## src/rtl/core/smd_pkg.sv

```systemverilog
`default_nettype none
package smd_pkg;

  localparam int unsigned WIDTH     = 32;
  // product magnitude is at most 2^62, product plus half divisor stays below 2^63
  localparam int unsigned WORK_W    = 2 * WIDTH - 1;
  localparam int unsigned DIV_STEPS = WIDTH - 1;
  localparam int unsigned CNT_W     = $clog2(DIV_STEPS);

  localparam logic [WIDTH-1:0] POS_INF = 32'h7FFF_FFFF;
  localparam logic [WIDTH-1:0] NEG_INF = 32'h8000_0000;

  typedef logic [WIDTH-1:0]  word_t;
  typedef logic [WORK_W-1:0] work_t;

  function automatic word_t magnitude(input word_t v);
    magnitude = v[WIDTH-1] ? (~v + word_t'(1)) : v;
  endfunction

endpackage
`default_nettype wire

```

## src/rtl/core/smd_in_if.sv

```systemverilog
`default_nettype none
interface smd_in_if;
  logic          valid;
  logic          ready;
  smd_pkg::word_t multiplicand;
  smd_pkg::word_t multiplier;
  smd_pkg::word_t divisor;

  modport source (output valid, output multiplicand, output multiplier, output divisor,
                  input ready);
  modport sink (input valid, input multiplicand, input multiplier, input divisor,
                output ready);
endinterface
`default_nettype wire

```

## src/rtl/core/smd_out_if.sv

```systemverilog
`default_nettype none
interface smd_out_if;
  logic          valid;
  logic          ready;
  smd_pkg::word_t quotient;
  logic          saturated;

  modport source (output valid, output quotient, output saturated, input ready);
  modport sink (input valid, input quotient, input saturated, output ready);
endinterface
`default_nettype wire

```

## src/rtl/core/signed_muldiv_rounded_unit.sv

```systemverilog
`default_nettype none
// Signed rounded multiply-divide: quotient = a*b/c, rounded to nearest with halves
// away from zero. An item runs from the operand transfer to the result being offered
// through a multiply, a rounding add, a range check, 31 divide steps and a
// writeback; an item that saturates (overflow or zero divisor) skips the divide steps.
// The bit-serial restoring divide runs one quotient bit per cycle through a
// single compare-subtract unit. Operands are taken only while the
// unit is idle; a finished result sits in an output register, so the next operand
// transfer can happen while that result waits. On overflow or a zero divisor the
// quotient is 0x7FFFFFFF or 0x80000000 by sign and saturated is high.
module signed_muldiv_rounded_unit (
  input wire logic clk,
  input wire logic rst,
  smd_in_if.sink   operands,
  smd_out_if.source result
);

  typedef enum logic [5:0] {
    ST_IDLE = 6'b000001,
    ST_MUL  = 6'b000010,
    ST_ADD  = 6'b000100,
    ST_CMP  = 6'b001000,
    ST_DIV  = 6'b010000,
    ST_WB   = 6'b100000
  } state_t;

  localparam logic [smd_pkg::CNT_W-1:0] LAST_STEP = smd_pkg::CNT_W'(smd_pkg::DIV_STEPS - 1);

  state_t                    state;
  smd_pkg::word_t            ma;
  smd_pkg::word_t            mb;
  smd_pkg::word_t            mc;
  logic                      neg;
  smd_pkg::work_t            work;
  logic [smd_pkg::CNT_W-1:0] count;
  smd_pkg::word_t            res_q;
  logic                      res_sat;

  logic [2*smd_pkg::WIDTH-1:0] product;
  logic                        overflow;
  smd_pkg::word_t              rem_next;
  logic                        q_bit;
  logic [smd_pkg::WIDTH-1:0]   q_word;
  logic                        out_free;
  logic                        accept;

  assign accept   = operands.valid && operands.ready;
  assign out_free = !result.valid || result.ready;
  assign product  = {smd_pkg::WIDTH'(0), ma} * {smd_pkg::WIDTH'(0), mb};
  assign overflow = work >= {mc, smd_pkg::DIV_STEPS'(0)};
  assign q_word   = {1'b0, work[smd_pkg::DIV_STEPS-1:0]};

  smd_div_step u_step (
    .remainder      (work[smd_pkg::WORK_W-1:smd_pkg::DIV_STEPS]),
    .bit_in         (work[smd_pkg::DIV_STEPS-1]),
    .divisor        (mc),
    .remainder_next (rem_next),
    .quotient_bit   (q_bit)
  );

  assign operands.ready = (state == ST_IDLE);

  always_ff @(posedge clk) begin
    if (rst) begin
      state        <= ST_IDLE;
      count        <= '0;
      result.valid <= 1'b0;
    end else begin
      // writeback reloads valid on its own
      if (result.valid && result.ready && state != ST_WB) begin
        result.valid <= 1'b0;
      end
      unique case (state)
        ST_IDLE: begin
          if (accept) begin
            state <= ST_MUL;
          end
        end
        ST_MUL: begin
          state <= ST_ADD;
        end
        ST_ADD: begin
          state <= ST_CMP;
        end
        ST_CMP: begin
          count <= '0;
          state <= overflow ? ST_WB : ST_DIV;
        end
        ST_DIV: begin
          count <= count + 1'b1;
          if (count == LAST_STEP) begin
            state <= ST_WB;
          end
        end
        ST_WB: begin
          if (out_free) begin
            result.valid <= 1'b1;
            state        <= ST_IDLE;
          end
        end
        default: begin
          state <= ST_IDLE;
        end
      endcase
    end
  end

  // datapath registers, no reset needed
  always_ff @(posedge clk) begin
    case (state)
      ST_IDLE: begin
        if (accept) begin
          ma  <= smd_pkg::magnitude(operands.multiplicand);
          mb  <= smd_pkg::magnitude(operands.multiplier);
          mc  <= smd_pkg::magnitude(operands.divisor);
          // a zero product counts as non-negative
          neg <= ((operands.multiplicand != '0) && (operands.multiplier != '0) &&
                  (operands.multiplicand[smd_pkg::WIDTH-1] ^
                   operands.multiplier[smd_pkg::WIDTH-1])) ^ operands.divisor[smd_pkg::WIDTH-1];
        end
      end
      ST_MUL: begin
        work <= product[smd_pkg::WORK_W-1:0];
      end
      ST_ADD: begin
        work <= work + {smd_pkg::DIV_STEPS'(0), 1'b0, mc[smd_pkg::WIDTH-1:1]};
      end
      ST_CMP: begin
        if (overflow) begin
          res_q   <= neg ? smd_pkg::NEG_INF : smd_pkg::POS_INF;
          res_sat <= 1'b1;
        end
      end
      ST_DIV: begin
        // high part is the running remainder, low part shifts in quotient bits
        work <= {rem_next, work[smd_pkg::DIV_STEPS-2:0], q_bit};
        if (count == LAST_STEP) begin
          res_sat <= 1'b0;
          res_q   <= neg ? (~{1'b0, work[smd_pkg::DIV_STEPS-2:0], q_bit} + smd_pkg::word_t'(1))
                         : {1'b0, work[smd_pkg::DIV_STEPS-2:0], q_bit};
        end
      end
      ST_WB: begin
        if (out_free) begin
          result.quotient  <= res_q;
          result.saturated <= res_sat;
        end
      end
      default: begin
      end
    endcase
  end

`ifndef ASSERT_OFF
  a_accept_starts: assert property (@(posedge clk) disable iff (rst)
    accept |=> state == ST_MUL)
    else $error("operand transfer did not start the multiply");

  a_zero_div_sat: assert property (@(posedge clk) disable iff (rst)
    (state == ST_CMP && mc == '0) |=> res_sat)
    else $error("zero divisor did not saturate");

  a_sign_ok: assert property (@(posedge clk) disable iff (rst)
    (state == ST_WB && !res_sat && res_q != '0) |-> res_q[smd_pkg::WIDTH-1] == neg)
    else $error("quotient sign does not match operand signs");

  a_div_quot_fits: assert property (@(posedge clk) disable iff (rst)
    (state == ST_DIV && count == '0) |-> q_word[smd_pkg::WIDTH-1] == 1'b0 &&
      work[smd_pkg::WORK_W-1:smd_pkg::DIV_STEPS] < mc)
    else $error("divide started with remainder not below divisor");
`endif

endmodule
`default_nettype wire

```

## src/rtl/core/smd_div_step.sv

```systemverilog
`default_nettype none
module smd_div_step (
  input  wire smd_pkg::word_t remainder,
  input  wire logic           bit_in,
  input  wire smd_pkg::word_t divisor,
  output smd_pkg::word_t      remainder_next,
  output logic                quotient_bit
);

  logic [smd_pkg::WIDTH:0] shifted;
  logic [smd_pkg::WIDTH:0] trial;

  // restoring step: remainder is always below divisor, so one subtract decides the bit
  always_comb begin
    shifted        = {remainder, bit_in};
    trial          = shifted - {1'b0, divisor};
    quotient_bit   = ~trial[smd_pkg::WIDTH];
    remainder_next = quotient_bit ? trial[smd_pkg::WIDTH-1:0] : shifted[smd_pkg::WIDTH-1:0];
  end

endmodule
`default_nettype wire
```

## src/flat_wrapper.sv

```systemverilog
// flat-port wrapper written by rule: the top's interface ports become plain ports
module signed_muldiv_rounded_unit_flat 
  (clk, rst, operands_valid, operands_multiplicand, operands_multiplier, operands_divisor, operands_ready, result_valid, result_quotient, result_saturated, result_ready);
  smd_in_if operands_i ();
  smd_out_if result_i ();
  input wire logic clk;
  input wire logic rst;
  input wire logic [$bits(operands_i.valid)-1:0] operands_valid;
  input wire logic [$bits(operands_i.multiplicand)-1:0] operands_multiplicand;
  input wire logic [$bits(operands_i.multiplier)-1:0] operands_multiplier;
  input wire logic [$bits(operands_i.divisor)-1:0] operands_divisor;
  output wire logic [$bits(operands_i.ready)-1:0] operands_ready;
  output wire logic [$bits(result_i.valid)-1:0] result_valid;
  output wire logic [$bits(result_i.quotient)-1:0] result_quotient;
  output wire logic [$bits(result_i.saturated)-1:0] result_saturated;
  input wire logic [$bits(result_i.ready)-1:0] result_ready;
  assign operands_i.valid = operands_valid;
  assign operands_i.multiplicand = operands_multiplicand;
  assign operands_i.multiplier = operands_multiplier;
  assign operands_i.divisor = operands_divisor;
  assign operands_ready = operands_i.ready;
  assign result_valid = result_i.valid;
  assign result_quotient = result_i.quotient;
  assign result_saturated = result_i.saturated;
  assign result_i.ready = result_ready;
  signed_muldiv_rounded_unit u_core (.clk(clk), .rst(rst), .operands(operands_i), .result(result_i));
endmodule
```

## config.mk

```make
export PLATFORM = sky130hd
export DESIGN_NAME = signed_muldiv_rounded_unit_flat
export DESIGN_NICKNAME = d
export VERILOG_FILES = /design/src/rtl/core/smd_pkg.sv /design/src/rtl/core/smd_in_if.sv /design/src/rtl/core/smd_out_if.sv /design/src/rtl/core/signed_muldiv_rounded_unit.sv /design/src/rtl/core/smd_div_step.sv /design/src/flat_wrapper.sv
export SDC_FILE = /design/constraint.sdc
export NUM_CORES = 2
export LEC_CHECK = 0
export BUFFER_PORTS_ARGS = -buffer_cell sky130_fd_sc_hd__buf_2
export CAP_MARGIN = 10
export CELL_PAD_IN_SITES_DETAIL_PLACEMENT = 0
export CELL_PAD_IN_SITES_GLOBAL_PLACEMENT = 2
export CORE_MARGIN = 3
export CORE_UTILIZATION = 46
export DETAILED_ROUTE_END_ITERATION = 12
export GPL_TIMING_DRIVEN = 0
export PLACE_DENSITY_LB_ADDON = 0.05
export RECOVER_POWER = 100
export SYNTH_ARGS = -nofsm -noshare
export SYNTH_HDL_FRONTEND = slang
export SYNTH_HIERARCHICAL = 1
export SYNTH_SLANG_ARGS = --single-unit
```

## constraint.sdc

```tcl
create_clock -name clk -period 16.6 [get_ports clk]
set_input_delay 2.49 -clock clk [delete_from_list [all_inputs] [get_ports clk]]
set_output_delay 2.49 -clock clk [all_outputs]
set_load 0.005 [all_outputs]
```

==> impl_summary.log <==
[metrics] required time at the endpoint of the critical path: 16.92 ns
[metrics] final net count: 6822
[metrics] total grt overflow: 0
[metrics] post-synthesis compound-gate area fraction: 0.0892
[metrics] CTS H-Tree Depth: 1
[metrics] sinks on the clock net: 238
[metrics] number of antenna violations at the first check in global routing: 36
[metrics] kind of end point of the critical path: register
[metrics] top-level I/O count: 135
[metrics] Setup TNS Final: 0 ns
[metrics] ranking of synthesized cells by area: fa_1 (36%), edfxtp_1 (14%), ha_1 (9.1%), and2_1 (7.6%), inv_1 (7.1%)
[metrics] number of hold buffers added after cts: 0
[metrics] largest net degree at the start of global routing: 65
[metrics] min-delay worst type: register to register
[metrics] main combinational cell family by area after synthesis: adder cells
[metrics] unrepaired setup endpoints after global routing: no
[metrics] Fill cells: 10400
[metrics] share of cell area taken by muxes after synthesis: 0.00774
[metrics] Worst Reg2Reg Path Length in Cells: 26
[metrics] half-perimeter wire length of the detailed placement result: 160 mm
[metrics] overall via count from detail_route: 39600
[metrics] share of synthesized cell area in full adder, half adder and majority cells: 0.454
[metrics] proportion of netlist area held by the largest area contributor: 0.363
[metrics] upper clock frequency limit: 0.103 GHz
[metrics] standard cell with the maximum stage delay on the critical path: clkbuf_1
[metrics] Largest stage delay, worst path: 0.82 ns
[metrics] average cell area after synthesis: 9.34 um2
[metrics] worst reg-to-reg setup slack: 6.84 ns
[metrics] Simple-Gate Fraction of Synth Area: 0.172
[metrics] 1st-pass router iterations: 5
[metrics] wire length of the first global-routing pass: 278 mm
[metrics] count of port buffers added during placement: 134
[metrics] sequential fraction of the synthesis area: 0.142
[metrics] crit path launch: u_core/ma[16]
[metrics] total track usage: 0.345
[metrics] total DRC errors in the routed layout: 0
[metrics] Post-Syn Area: 0.0495 mm2
[metrics] effective utilization at floorplan: 0.467
[metrics] synthesized-area fraction occupied by xor and xnor cells: 0.0416
[metrics] violated checks: capacitance limit, slew limit
[metrics] clock latency at the later pin of the worst-skew pair: 0.61 ns
[metrics] pins over their slew limit: 205
[metrics] top cell family by delay on the critical path: adder cells
[metrics] total length of routed wires: 191 mm
[metrics] Tcrit/Tclk final: 0.588
[metrics] area of the die: 0.111 mm2
[metrics] most used cell along the critical path: fa_1
[metrics] horizontal extent of the die: 334 um
[metrics] CORE AREA: 0.106 mm2
[metrics] Syn-to-layout area delta: 6.79%
[metrics] transition time at the pin with the least slew margin: 3.85 ns
[metrics] Post-CTS Resized: 0
[metrics] antenna violation net count after detailed routing: 0
[metrics] standard-cell row count: 119
[metrics] number of synthesized register bits: 238
[metrics] CTS tree: done
[metrics] critical path depth: 26
[metrics] wire length per cell: 27.7 um
[metrics] Worst Setup Path Type: register to register
[metrics] EDFF count, synth: 226
[metrics] Via-to-Cell Ratio: 5.74
[metrics] Setup Viol. Count Final: 0
[metrics] Worst Path Buf+Inv: 6
[metrics] list of most frequent post-synthesis cells: inv_1 (939), fa_1 (897), nand2_1 (658)
[metrics] clock transition time at the flip-flop clock pins of the worst setup and hold paths: 0.06 ns
[metrics] Hold Violations, Final: 0
[metrics] capture point of the critical path: u_core/work[56]
[metrics] cell with the most instances after synthesis: inv_1
[metrics] data arrival time of the critical path: 10.07 ns
[metrics] overall die height: 334 um
[metrics] shortest period the worst path allows: 9.76 ns
[metrics] Initial DRC Count: 3642
[metrics] gate count of the mapped netlist: 5297
[metrics] number of different library cells in the post-synthesis netlist: 91
[metrics] total setup buffers inserted after CTS: 0
[metrics] ratio of cells with drive above 1 in the final layout: 0.0377
[metrics] run status: finished, violations left
[metrics] total clock buffers created by CTS: 28
[metrics] root buffer selected by CTS: clkbuf_16
[metrics] cell taking the most area after synthesis: fa_1
[metrics] number of warnings printed during yosys synthesis: 6
[metrics] via count of the first global-routing pass: 40400
[metrics] nets in the synthesized netlist: 6652
[metrics] Layout Skew: 0.0198 ns
[metrics] predominant post-synthesis flop cell: edfxtp_1
[metrics] type of origin of the critical path: register
[metrics] Max-cap violations: 5
[metrics] startpoint of the most critical register-to-register path: u_core/ma[16]
[metrics] Final GP Congestion: 0.980
[metrics] headroom to the max-slew limit: -1.57
[metrics] Max Root-Sink Buffers: 3
[metrics] async set-reset flop share out of synthesis: 0
[metrics] crit path max fanout: 10
[metrics] reg-to-reg critical path endpoint: u_core/work[56]
-- routing by layer --
layer	track usage	wire, um	vias up	share of wire
li1	-	-	17100	-
met1	0.482	80500	20400	0.42
met2	0.520	81900	1719	0.43
met3	0.0794	19100	323	0.10
met4	0.141	9650	6	0.050
met5	0	37	-	0.00019
-- cells in the final DEF, fill, tap and decap left out, types with 15 or more instances in the layout --
| cell | synthesis | final |
|---|---|---|
| nand4_1 | 31 | 31 |
| nor3_1 | 42 | 43 |
| or3_1 | 35 | 36 |
| o21bai_1 | 22 | 22 |
| inv_1 | 939 | 939 |
| nand2_1 | 658 | 658 |
| o21ai_0 | 138 | 139 |
| mux2_4 | 19 | 19 |
| diode_2 | 0 | 15 |
| a31oi_1 | 16 | 16 |
| a21o_1 | 75 | 75 |
| a21oi_1 | 168 | 169 |
| o41ai_1 | 15 | 15 |
| ha_1 | 358 | 358 |
| xnor2_1 | 163 | 163 |
| a22oi_1 | 32 | 32 |
| or4_1 | 13 | 15 |
| nand3_1 | 54 | 54 |
| edfxtp_1 | 226 | 226 |
| nor2b_1 | 15 | 15 |
| clkbuf_1 | 260 | 295 |
| nor2_1 | 109 | 109 |
| and2_1 | 598 | 591 |
| o21a_1 | 21 | 21 |
| fa_1 | 897 | 897 |
| o31ai_1 | 34 | 34 |
| and3_1 | 20 | 20 |
| o221ai_1 | 28 | 28 |
| o311ai_0 | 16 | 16 |
| clkbuf_16 | 0 | 28 |
| xor2_1 | 72 | 72 |
| buf_2 | 0 | 107 |
| nand2b_1 | 20 | 20 |
-- metrics by stage --
stage / instances / instance area, um2 / worst slack, ns / hold WS, ns / utilization
final: 6895 / 52800 / 6.84 / 0.418 / 0.498
after global routing: 6882 / 52800 / 6.50 / 0.423 / 0.498
after CTS: 6876 / 52900 / 6.98 / 0.420 / 0.499
after detailed placement: 6824 / 51900 / 7.01 / 0.405 / 0.490
after global placement: 6822 / 51900 / 7.04 / 0.402 / 0.489
after floorplan: 5297 / 49500 / 9.20 / 0.400 / -
-- cell type report --
class	count	area, um2	area share
clock inverters	21	258	0.00488
diodes	15	37.5	0.000711
well taps	1391	1740	0.0329
flip-flops and latches	238	7030	0.133
multi-input cells	3846	37700	0.715
plain buffers	273	1080	0.0204
repair buffers	140	697	0.0132
clock buffers	31	712	0.0135
inverters	940	3530	0.0668
-- worst min path at each step --
stage / from / to / depth (start not counted)
5_1_grt: u_core/res_q[20] / u_core/result.quotient[20] / 0
6_report: u_core/res_q[20] / u_core/result.quotient[20] / 0
3_3_place_gp: u_core/res_q[30] / u_core/result.quotient[30] / 0
4_1_cts: u_core/res_q[20] / u_core/result.quotient[20] / 0
3_5_place_dp: u_core/res_q[10] / u_core/result.quotient[10] / 0
2_1_floorplan: u_core/res_q[0] / u_core/result.quotient[0] / 0
-- registers in the layout, indices dropped and copies added, names as in the netlist, 5 cells and up --
| signal | count |
|---|---|
| u_core/count | 5 |
| u_core/ma | 32 |
| u_core/mb | 32 |
| u_core/mc | 32 |
| u_core/res_q | 32 |
| u_core/result.quotient | 32 |
| u_core/state | 6 |
| u_core/work | 63 |
-- cells by family (layout without fill, tap and decap cells) --
group	count (synthesis)	in the layout
buf+inv	1213	1405
fa+ha+maj	1255	1255
mux	27	27
flops	238	238
other cells	0	15
simple gates	1663	1663
xor+xnor	235	235
compound gates	666	666
Power is left out: the tool's default activity adds up to more than one toggle a clock period on the data nets, which glitch-free logic cannot reach.
